**config.mk**
```make
export PLATFORM = sky130hd
export DESIGN_NAME = seq_obuf
export DESIGN_NICKNAME = d
export VERILOG_FILES = /design/src/design/seq_pkg.sv /design/src/design/seq_obuf.sv
export VERILOG_INCLUDE_DIRS = /design/src /design/src/design
export SDC_FILE = /design/constraint.sdc
export NUM_CORES = 1
export LEC_CHECK = 0
export ABC_AREA = 0
export CELL_PAD_IN_SITES_DETAIL_PLACEMENT = 0
export CELL_PAD_IN_SITES_GLOBAL_PLACEMENT = 1
export CORE_MARGIN = 4
export CORE_UTILIZATION = 44
export CTS_CLUSTER_DIAMETER = 150
export DETAILED_ROUTE_END_ITERATION = 7
export DONT_BUFFER_PORTS = 1
export PLACE_DENSITY_LB_ADDON = 0.1
export SKIP_LAST_GASP = 1
export SYNTH_ARGS = -nofsm -noshare
export SYNTH_HDL_FRONTEND = slang
export SYNTH_SLANG_ARGS = --single-unit
```
**constraint.sdc**
```tcl
create_clock -name clk -period 6.9 [get_ports clk]
set_input_delay 1.035 -clock clk [delete_from_list [all_inputs] [get_ports clk]]
set_output_delay 1.035 -clock clk [all_outputs]
set_load 0.01 [all_outputs]
```
**src/design/sorted_event_queue_assert.svh**
```systemverilog
// Assertion macros shared by the sorted event queue modules.
// Every module that includes this file must have a clock named clk and a reset named rst_n.
`ifndef SORTED_EVENT_QUEUE_ASSERT_SVH
`define SORTED_EVENT_QUEUE_ASSERT_SVH

// Checks a property at every clock edge while the block is out of reset.
`define SEQ_ASSERT(label, prop, msg) \
    label: assert property (@(posedge clk) disable iff (!rst_n) (prop)) else $error(msg);

// Checks that the consequent holds in the cycle after the antecedent.
`define SEQ_ASSERT_NEXT(label, ante, cons, msg) \
    label: assert property (@(posedge clk) disable iff (!rst_n) (ante) |=> (cons)) \
        else $error(msg);

`endif

```
**src/design/seq_pkg.sv**
```systemverilog
// Shared types, constants and helpers for the sorted event queue.
// Used by the cell, the output buffer and the top level; depends on nothing.
package seq_pkg;

    localparam int DEPTH = 64;
    localparam int IDX_W = (DEPTH > 1) ? $clog2(DEPTH) : 1;
    localparam int CNT_W = $clog2(DEPTH + 1);

    localparam logic [1:0] FUNC_INSERT = 2'd0;
    localparam logic [1:0] FUNC_POP    = 2'd1;
    localparam logic [1:0] FUNC_REMOVE = 2'd2;

    typedef struct packed {
        logic [31:0] ev_time;
        logic [3:0]  kind;
        logic [15:0] mobile;
        logic [7:0]  sw;
        logic [15:0] handle;
    } entry_t;

    typedef enum logic [2:0] {
        CELL_HOLD,
        CELL_INSERT,
        CELL_POP,
        CELL_MARK,
        CELL_SWEEP
    } cell_op_t;

    typedef struct packed {
        cell_op_t op;
        logic     phase;
        entry_t   item;
    } cell_ctl_t;

    typedef struct packed {
        logic        popped_valid;
        logic [31:0] out_time;
        logic [3:0]  out_kind;
        logic [15:0] out_mobile;
        logic [7:0]  out_switch;
        logic [15:0] out_handle;
        logic [6:0]  entry_count;
        logic        list_empty;
        logic        insert_dropped;
        logic [6:0]  removed_count;
    } result_t;

    // Fits a count into the 7-bit result fields, truncating or zero extending.
    function automatic logic [6:0] cnt_to_field(input logic [CNT_W-1:0] v);
        logic [CNT_W+6:0] w;
        w = {7'd0, v};
        return w[6:0];
    endfunction

endpackage

```
**src/design/seq_obuf.sv**
```systemverilog
// Two-slot output buffer: an output register backed by a skid register.
// Depends on seq_pkg for the result type and on the shared assertion macros.
module seq_obuf (
    input  logic             clk,
    input  logic             rst_n,
    input  logic             push,
    input  seq_pkg::result_t push_data,
    output logic             skid_full,
    output logic             out_valid,
    input  logic             out_stall,
    output seq_pkg::result_t out_data
);
    import seq_pkg::*;
    `include "sorted_event_queue_assert.svh"

    result_t out_reg, skid_reg;
    logic    out_valid_reg, skid_valid_reg;
    logic    take;

    assign take = out_valid_reg && !out_stall;

    always_ff @(posedge clk or negedge rst_n)
    begin
        if (!rst_n)
        begin
            out_valid_reg  <= 1'b0;
            skid_valid_reg <= 1'b0;
        end
        else if (take)
        begin
            if (skid_valid_reg)
            begin
                skid_valid_reg <= push;
            end
            else
            begin
                out_valid_reg <= push;
            end
        end
        else if (push)
        begin
            if (!out_valid_reg)
            begin
                out_valid_reg <= 1'b1;
            end
            else
            begin
                skid_valid_reg <= 1'b1;
            end
        end
    end

    always_ff @(posedge clk)
    begin
        if (take)
        begin
            if (skid_valid_reg)
            begin
                out_reg <= skid_reg;
                if (push)
                begin
                    skid_reg <= push_data;
                end
            end
            else if (push)
            begin
                out_reg <= push_data;
            end
        end
        else if (push)
        begin
            if (!out_valid_reg)
            begin
                out_reg <= push_data;
            end
            else
            begin
                skid_reg <= push_data;
            end
        end
    end

    assign skid_full = skid_valid_reg;
    assign out_valid = out_valid_reg;
    assign out_data  = out_reg;

    `SEQ_ASSERT(a_no_overflow, !(push && out_valid_reg && skid_valid_reg && !take), "result pushed into a full buffer")

endmodule

```
==> flow_metrics.env <==
export IMPL_outcome="complete, no violations"
export IMPL_reg2reg_depth=4
export IMPL_rows=46
export IMPL_tns_ns=0
export IMPL_ys_ff_latch=188
export IMPL_fillCellCount=1264
export IMPL_routedWlPerCell_um=22.6
export IMPL_final_common_cell="edfxtp_1"
export IMPL_worstReg2RegStart="out_valid"
export IMPL_ios=192
export IMPL_yosysSeqAreaShare_pct=79.4
export IMPL_maxCapViolations=0
export IMPL_cts_hold_buf=0
export IMPL_synth_cell_types=15
export IMPL_drive_above_1_share_pct=37.8
export IMPL_drc=0
export IMPL_syn_to_final_growth_pct=11.1
export IMPL_critical_path_arrival_ns=3.03
export IMPL_die_w_um=135
export IMPL_ys_warn_count=0
export IMPL_rsz0062_at_grt="no"
export IMPL_cts_htree_levels=4
export IMPL_clk_pin_slew_worst_paths_ns=0.06
export IMPL_numCtsBuffers=17
export IMPL_routed_via_density=5.08
export IMPL_grt_total_usage_pct=13.4
export IMPL_r2r_setup_slack_ns=4.11
export IMPL_start_util_pct=44.9
export IMPL_grt_antenna_before_repair=0
export IMPL_dr_first_iter_drc_count=161
export IMPL_clock_tree_root_cell="clkbuf_16"
export IMPL_core_um2=15800
export IMPL_avgSynthCellArea_um2=23.6
export IMPL_clock_sinks=188
export IMPL_vdd_ir_drop_max_mv=0.191
export IMPL_setup_viol=0
export IMPL_ant_nets=0
export IMPL_grt_pass1_wl_um=17800
export IMPL_grt_max_degree=60
export IMPL_cts_tree="done"
export IMPL_path_class="in -> reg"
export IMPL_min_period_ns=2.86
export IMPL_hold_violations=0
export IMPL_synth_fp_nets=398
export IMPL_hpwlAfterDp_um=7930
export IMPL_maxSlewViolCount=0
export IMPL_cts_setup_buffers=0
export IMPL_fin_nets=412
export IMPL_cp_start_kind="primary input"
export IMPL_final_cell_mix="edfxtp_1, mux2_4, mux2_2"
export IMPL_clk_path_buf_depth=2
export IMPL_drt_pass1_iter_count=4
export IMPL_cp_required_ns=7.07
export IMPL_p_total_w=0.00265
export IMPL_cp_max_fo=47
export IMPL_grt_overflow=0
export IMPL_layout_setup_ws_ns=4.04
export IMPL_port_buffers=0
export IMPL_insertion_delay_ns=0.41
export IMPL_synth_cells=301
export IMPL_dp_slack_ns=3.57
export IMPL_min_path_type="in -> async"
export IMPL_cts_resized=0
export IMPL_fin_skew_ns=0.00569
export IMPL_max_freq_mhz=349
export IMPL_vias=2750
export IMPL_timing_rr_end="out_data[0]"
export IMPL_die_y_um=135
export IMPL_power_leakage_nw=2.85
export IMPL_slew_headroom_pct=23.8
export IMPL_powerDensity_nw_per_um2=336
export IMPL_wirelength_um=12200
export IMPL_die_area_um2=18200
export IMPL_end_kind="flop"
export IMPL_synth_area_um2=7100
export IMPL_place_gp_congestion=0.682
export IMPL_worstMarginPinSlew_ns=1.14
export IMPL_grt_pass1_vias=2829
export IMPL_antenna_cells=0
export IMPL_fin_crit_sh_pct=41.5
==> power breakdown <==
part           internal [W]  switching [W]  total (W)
clock              0.000559       0.000383   0.000941
combinational      0.000105       0.000104   0.000209
sequential          0.00142      0.0000820    0.00150
total               0.00208       0.000569    0.00265
==> cell families (layout without fill, tap and decap cells) <==
kind of cell	Yosys count	in the layout	synth area share [%]
AND/OR/NAND/NOR	4	4	0.300
AO/OA/AOI/OAI	5	5	0.440
flip-flops	188	188	79.4
buffers and inverters	11	35	1.46
multiplexers	93	93	18.4
==> worst max-delay path by stage <==
stage / startpoint / to / slack (ns) / cells past startpoint
6_report: out_stall / out_data[0] / 4.04 / 4
5_1_grt: out_valid / out_data[18] / 3.91 / 3
4_1_cts: out_stall / out_data[13] / 4.03 / 4
3_5_place_dp: out_stall / out_data[13] / 3.57 / 4
3_3_place_gp: out_stall / out_data[92] / 3.58 / 4
2_1_floorplan: push / out_data[0] / 0.74 / 2
==> critical path: stages <==
cell      delay (ns)
nand3b_1        0.08
buf_4           0.61
buf_4           0.76
mux2_2          0.41
==> layout make-up <==
cell class              instances  area [um2]  area share (%)
flip-flops and latches        188        5640            71.4
inverters                       1        3.75          0.0476
clock buffers                  19         433            5.49
repair buffers                  5        37.5           0.476
well taps                     216         270            3.43
multi-input cells             102        1380            17.5
clock inverters                10         126            1.60
==> synth_stat cells <==
library cell	n	area, um2
a21o_1	1	7.51
edfxtp_1	186	5590
mux2_4	70	1050
nor2_1	1	3.75
mux2_2	23	259
nand3b_1	1	7.51
nand2b_1	1	6.26
dfrtp_1	2	50.1
a21oi_1	2	10.0
buf_6	8	90.1
o21ai_0	1	5.00
a22o_1	1	8.76
buf_2	2	10.0
inv_1	1	3.75
nand2_1	1	3.75
==> metrics by stage <==
step / instances / util, % / hold slack [ns] / area [um2]
floorplan: 301 / - / 0.525 / 7100
global placement: 512 / 46.3 / 0.529 / 7330
detailed placement: 512 / 46.3 / 0.534 / 7330
CTS: 541 / 49.8 / 0.281 / 7890
global route: 541 / 49.8 / 0.278 / 7890
finish: 541 / 49.8 / 0.308 / 7890
==> routing by layer <==
layer / up-vias / GRT usage, % / share of wire, %
met5: - / 0 / 0
met4: 0 / 6.89 / 2.5
met3: 16 / 7.56 / 11
met2: 121 / 20.0 / 48
met1: 1391 / 15.5 / 39
li1: 1222 / - / -
(Power assumes the default switching activity.)
