[config.mk]
export PLATFORM = sky130hd
export DESIGN_NAME = seq_cell
export DESIGN_NICKNAME = d
export VERILOG_FILES = /design/src/design/sorted_event_queue_assert.svh /design/src/design/seq_pkg.sv /design/src/design/seq_cell.sv
export SDC_FILE = /design/constraint.sdc
export NUM_CORES = 1
export LEC_CHECK = 0
export ABC_AREA = 1
export BUFFER_PORTS_ARGS = -buffer_cell sky130_fd_sc_hd__buf_2
export CAP_MARGIN = 15
export CELL_PAD_IN_SITES_DETAIL_PLACEMENT = 1
export CELL_PAD_IN_SITES_GLOBAL_PLACEMENT = 1
export CORE_MARGIN = 4
export CORE_UTILIZATION = 33
export CTS_CLUSTER_DIAMETER = 60
export DETAILED_ROUTE_END_ITERATION = 7
export PLACE_DENSITY = 0.92
export SYNTH_ARGS = -nofsm -noshare
export SYNTH_HDL_FRONTEND = slang
export SYNTH_SLANG_ARGS = --single-unit
[constraint.sdc]
create_clock -name clk -period 5.2 [get_ports clk]
set_clock_uncertainty 0.05 [all_clocks]
set_input_delay 0.26 -clock clk [delete_from_list [all_inputs] [get_ports clk]]
set_output_delay 0.26 -clock clk [all_outputs]
set_load 0.01 [all_outputs]
[src/design/sorted_event_queue_assert.svh]
// Assertion macros shared by the sorted event queue modules.
// Every module that includes this file must have a clock named clk and a reset named rst_n.
`ifndef SORTED_EVENT_QUEUE_ASSERT_SVH
`define SORTED_EVENT_QUEUE_ASSERT_SVH

// Checks a property at every clock edge while the block is out of reset.
`define SEQ_ASSERT(label, prop, msg) \
    label: assert property (@(posedge clk) disable iff (!rst_n) (prop)) else $error(msg);

// Checks that the consequent holds in the cycle after the antecedent.
`define SEQ_ASSERT_NEXT(label, ante, cons, msg) \
    label: assert property (@(posedge clk) disable iff (!rst_n) (ante) |=> (cons)) \
        else $error(msg);

`endif

[src/design/seq_pkg.sv]
// Shared types, constants and helpers for the sorted event queue.
// Used by the cell, the output buffer and the top level; depends on nothing.
package seq_pkg;

    localparam int DEPTH = 64;
    localparam int IDX_W = (DEPTH > 1) ? $clog2(DEPTH) : 1;
    localparam int CNT_W = $clog2(DEPTH + 1);

    localparam logic [1:0] FUNC_INSERT = 2'd0;
    localparam logic [1:0] FUNC_POP    = 2'd1;
    localparam logic [1:0] FUNC_REMOVE = 2'd2;

    typedef struct packed {
        logic [31:0] ev_time;
        logic [3:0]  kind;
        logic [15:0] mobile;
        logic [7:0]  sw;
        logic [15:0] handle;
    } entry_t;

    typedef enum logic [2:0] {
        CELL_HOLD,
        CELL_INSERT,
        CELL_POP,
        CELL_MARK,
        CELL_SWEEP
    } cell_op_t;

    typedef struct packed {
        cell_op_t op;
        logic     phase;
        entry_t   item;
    } cell_ctl_t;

    typedef struct packed {
        logic        popped_valid;
        logic [31:0] out_time;
        logic [3:0]  out_kind;
        logic [15:0] out_mobile;
        logic [7:0]  out_switch;
        logic [15:0] out_handle;
        logic [6:0]  entry_count;
        logic        list_empty;
        logic        insert_dropped;
        logic [6:0]  removed_count;
    } result_t;

    // Fits a count into the 7-bit result fields, truncating or zero extending.
    function automatic logic [6:0] cnt_to_field(input logic [CNT_W-1:0] v);
        logic [CNT_W+6:0] w;
        w = {7'd0, v};
        return w[6:0];
    endfunction

endpackage

[src/design/seq_cell.sv]
// One storage cell of the sorted event queue chain.
// Depends on seq_pkg for the entry and control types.
module seq_cell (
    input  logic               clk,
    input  logic               rst_n,
    input  seq_pkg::cell_ctl_t ctl,
    input  logic               occ,
    input  logic               parity,
    input  logic               prev_le,
    input  logic               prev_hole,
    input  seq_pkg::entry_t    prev_entry,
    input  logic               next_hole,
    input  logic               next_tok,
    input  seq_pkg::entry_t    next_entry,
    output seq_pkg::entry_t    entry,
    output logic               le,
    output logic               hole,
    output logic               tok
);
    import seq_pkg::*;

    entry_t entry_reg, entry_next;
    logic   hole_reg, hole_next;
    logic   tok_reg, tok_next;
    logic   match;

    assign le    = occ && (entry_reg.ev_time <= ctl.item.ev_time);
    assign match = occ && (entry_reg.ev_time == ctl.item.ev_time)
                   && (entry_reg.kind == ctl.item.kind)
                   && (entry_reg.mobile == ctl.item.mobile)
                   && (entry_reg.sw == ctl.item.sw);

    always_comb
    begin
        entry_next = entry_reg;
        hole_next  = hole_reg;
        tok_next   = tok_reg;
        unique case (ctl.op)
            CELL_HOLD:
            begin
            end
            CELL_INSERT:
            begin
                // Entries at or before the new time stay; the first later one takes the item, later ones shift up.
                if (!le)
                begin
                    entry_next = prev_le ? ctl.item : prev_entry;
                end
            end
            CELL_POP:
            begin
                entry_next = next_entry;
            end
            CELL_MARK:
            begin
                hole_next = match;
                tok_next  = match;
            end
            CELL_SWEEP:
            begin
                tok_next = next_tok;
                if (parity == ctl.phase)
                begin
                    if (hole_reg && !next_hole)
                    begin
                        entry_next = next_entry;
                        hole_next  = 1'b0;
                    end
                end
                else
                begin
                    if (prev_hole && !hole_reg)
                    begin
                        entry_next = prev_entry;
                        hole_next  = 1'b1;
                    end
                end
            end
            default:
            begin
            end
        endcase
    end

    always_ff @(posedge clk or negedge rst_n)
    begin
        if (!rst_n)
        begin
            hole_reg <= 1'b0;
            tok_reg  <= 1'b0;
        end
        else
        begin
            hole_reg <= hole_next;
            tok_reg  <= tok_next;
        end
    end

    always_ff @(posedge clk)
    begin
        entry_reg <= entry_next;
    end

    assign entry = entry_reg;
    assign hole  = hole_reg;
    assign tok   = tok_reg;

endmodule

==> results.ini <==
[run]
cap_viol_max_count = 0

[yosys]
yosys_warnings = 0
ys_ff_latch = 78
synth_top_area_share_pct = 43.2
synth.most_common_cell = nand2_1
synth_common_cells = 236 x nand2_1, 80 x inv_1, 76 x edfxtp_1, 44 x o211ai_1
synth_area_sq_um = 5290
synthArstFlopShare_pct = 2.56
synth_cells = 656
synth_edf_count = 76
seq_area_frac_synth_pct = 44.1
syn_nets = 928
yosysUniqueCellTypes = 29
yosys.area.top_type = edfxtp_1
ys.flop_type = edfxtp_1
avgSynthCellArea_sq_um = 8.06
synthTopCellsByArea = edfxtp_1 43%, nand2_1 17%, ha_1 7.6%, o211ai_1 6.2%, inv_1 5.7%

[worst_setup_path]
crit_path_end_kind = flip-flop
worstPathMaxFanout = 39
required_ps = 5120
critPathLaunchType = flip-flop
critPathArrivalTime_ps = 3070
path_class = flip-flop to flip-flop

[timing]
maxSlewHeadroom_pct = 24.9
slew_violations = 0
tightest_slew_ps = 1120
hold_viol = 0
rsz0062_at_grt = no
fin_tns_setup_ps = 0
fin_crit_ps = 3150
fmax_mhz = 318
setup_violations = 0
period_share_pct = 60.6
holdWs_ps = 140

[global_routing]
top_usage_layer = met2
met3_usage_pct = 4.99
grt_pass1_vias = 6193
met1_usage_pct = 29.7
grt_antenna_before_repair = 2
track_usage_pct = 23.8
grt_max_degree = 45
grt_overflow = 0
grt_util_met2_pct = 40.9
grt_pass1_wl_um = 33600

[floorplan]
start_util_pct = 33.5
pin_count = 319
die_x_um = 135
rows = 46
die_area_sq_um = 18100
core_area_sq_um = 15800
die_h_um = 135

[placement]
io_buffers = 318
postPlaceCellArea_sq_um = 7040
gp_congestion = 0.839
dp_hpwl_um = 17900
placedCellCount = 1164

[route]
vias = 5897
firstDrtPassIters = 4
drt.antenna.violating_nets = 0
wl_um = 22300
drc = 0
wl_per_cell_um = 18.9
drtIter0Drc = 340
routed_via_density = 4.98

[clock_tree]
worst_skew_pair.late_latency_ps = 340
cts_buffers = 9
cts.sinks = 78
clk_path_buf_depth = 2
ctsRootBufferMaster = clkbuf_16
clkTransAtPathRegs_ps = 70
htreeDepth = 3
cts_resized = 0
cts_tree = built

[final_layout]
layout-drive-gt1-share_pct = 36.2
syn_to_final_growth_pct = 39.7
stdcell_area_sq_um = 7380
nets = 1232
largest_reg_flops = 76
finalNonFillerCells = 1183
nFillCells = 2052

[outcome]
status = finished clean

[power_and_ir_drop]
power_leakage_nw = 3.69
power_density_nw_per_um2 = 273
ir_worst_vdd_v = 0.000175

[min_path]
min_path_type = input port to flip-flop

==> area by class of cell <==
| class | instances | area (sq um) | area share, % |
|---|---|---|---|
| well taps | 216 | 270 | 3.66 |
| repair buffers | 323 | 1630 | 22.1 |
| diodes | 2 | 5.00 | 0.0678 |
| flip-flops and latches | 78 | 2330 | 31.6 |
| multi-input cells | 467 | 2510 | 34.0 |
| clock buffers | 9 | 225 | 3.05 |
| inverters | 81 | 305 | 4.13 |
| clock inverters | 7 | 105 | 1.42 |
==> worst paths after layout <==
check | from | to | slack, ps | cells past startpoint
worst max-delay path | entry[73] | entry[50] | 2050 | 14
worst min-delay path | prev_entry[10] | entry[10] | 140 | 3
worst max register to register | entry[73] | entry[50] | 2050 | 14
worst min register to register | tok | tok | 580 | 2
max in group asynchronous | rst_n | hole | 4830 | 2
min in group asynchronous | rst_n | tok | 180 | 2
==> per-stage QoR <==
| step | worst slack (ps) | utilization (%) | total power [mW] |
|---|---|---|---|
| floorplan | 1810 | - | 1.08 |
| global placement | 2130 | 44.6 | 1.30 |
| detailed placement | 2030 | 44.6 | 1.32 |
| CTS | 2000 | 46.8 | 2.03 |
| global route | 1770 | 46.8 | 2.12 |
| finish | 2050 | 46.8 | 2.02 |
==> what timing repair did <==
action | CTS | global route
endpoints found under the setup margin | 0 | 0
hold endpoints to repair | 2 | 0
hold buffers | 1 | 0
setup buffers | 0 | 0
==> routing by layer <==
metal	wire, um	vias up	share of wire, %
li1	-	2845	-
met1	9010	2742	40
met4	735	0	3.3
met3	1590	49	7.1
met5	0	-	0
met2	11000	261	49
==> logic make-up (layout without fill, tap and decap cells) <==
group	after synthesis	in the layout	synth area share, %
other cells	0	2	0
fa+ha+maj	32	32	7.57
xor+xnor	6	6	0.994
compound gates	79	79	10.2
simple gates	350	350	28.3
buf+inv	111	420	8.78
flops	78	78	44.1
==> report_power, final <==
group	total (mW)	internal, mW	switching, mW
sequential	0.807	0.774	0.0326
combinational	0.503	0.201	0.302
clock	0.707	0.428	0.279
==> worst max-delay path, cell delays in order, from the launching register on <==
cell      delay (ps)
edfxtp_1         390
ha_1             310
nand2_1           90
inv_1             80
nand2_1           80
nor2_1           180
nand2_1           90
nor2_1           100
nand2_1           60
nand4_1           80
nand2_1           70
nand3_1           60
nand2_1           60
clkinv_2         460
buf_4            590
==> cell usage in the layout (no fill, tap or decap), types with 14 or more instances in the layout <==
| master | synthesis | layout |
|---|---|---|
| nor2_1 | 22 | 22 |
| ha_1 | 32 | 32 |
| edfxtp_1 | 76 | 76 |
| a21oi_1 | 14 | 14 |
| nand3_1 | 40 | 39 |
| nand4_1 | 40 | 40 |
| o211ai_1 | 44 | 44 |
| buf_2 | 14 | 318 |
| inv_1 | 80 | 79 |
| nand2_1 | 236 | 236 |
No activity file was read; power rests on OpenSTA's default activity.
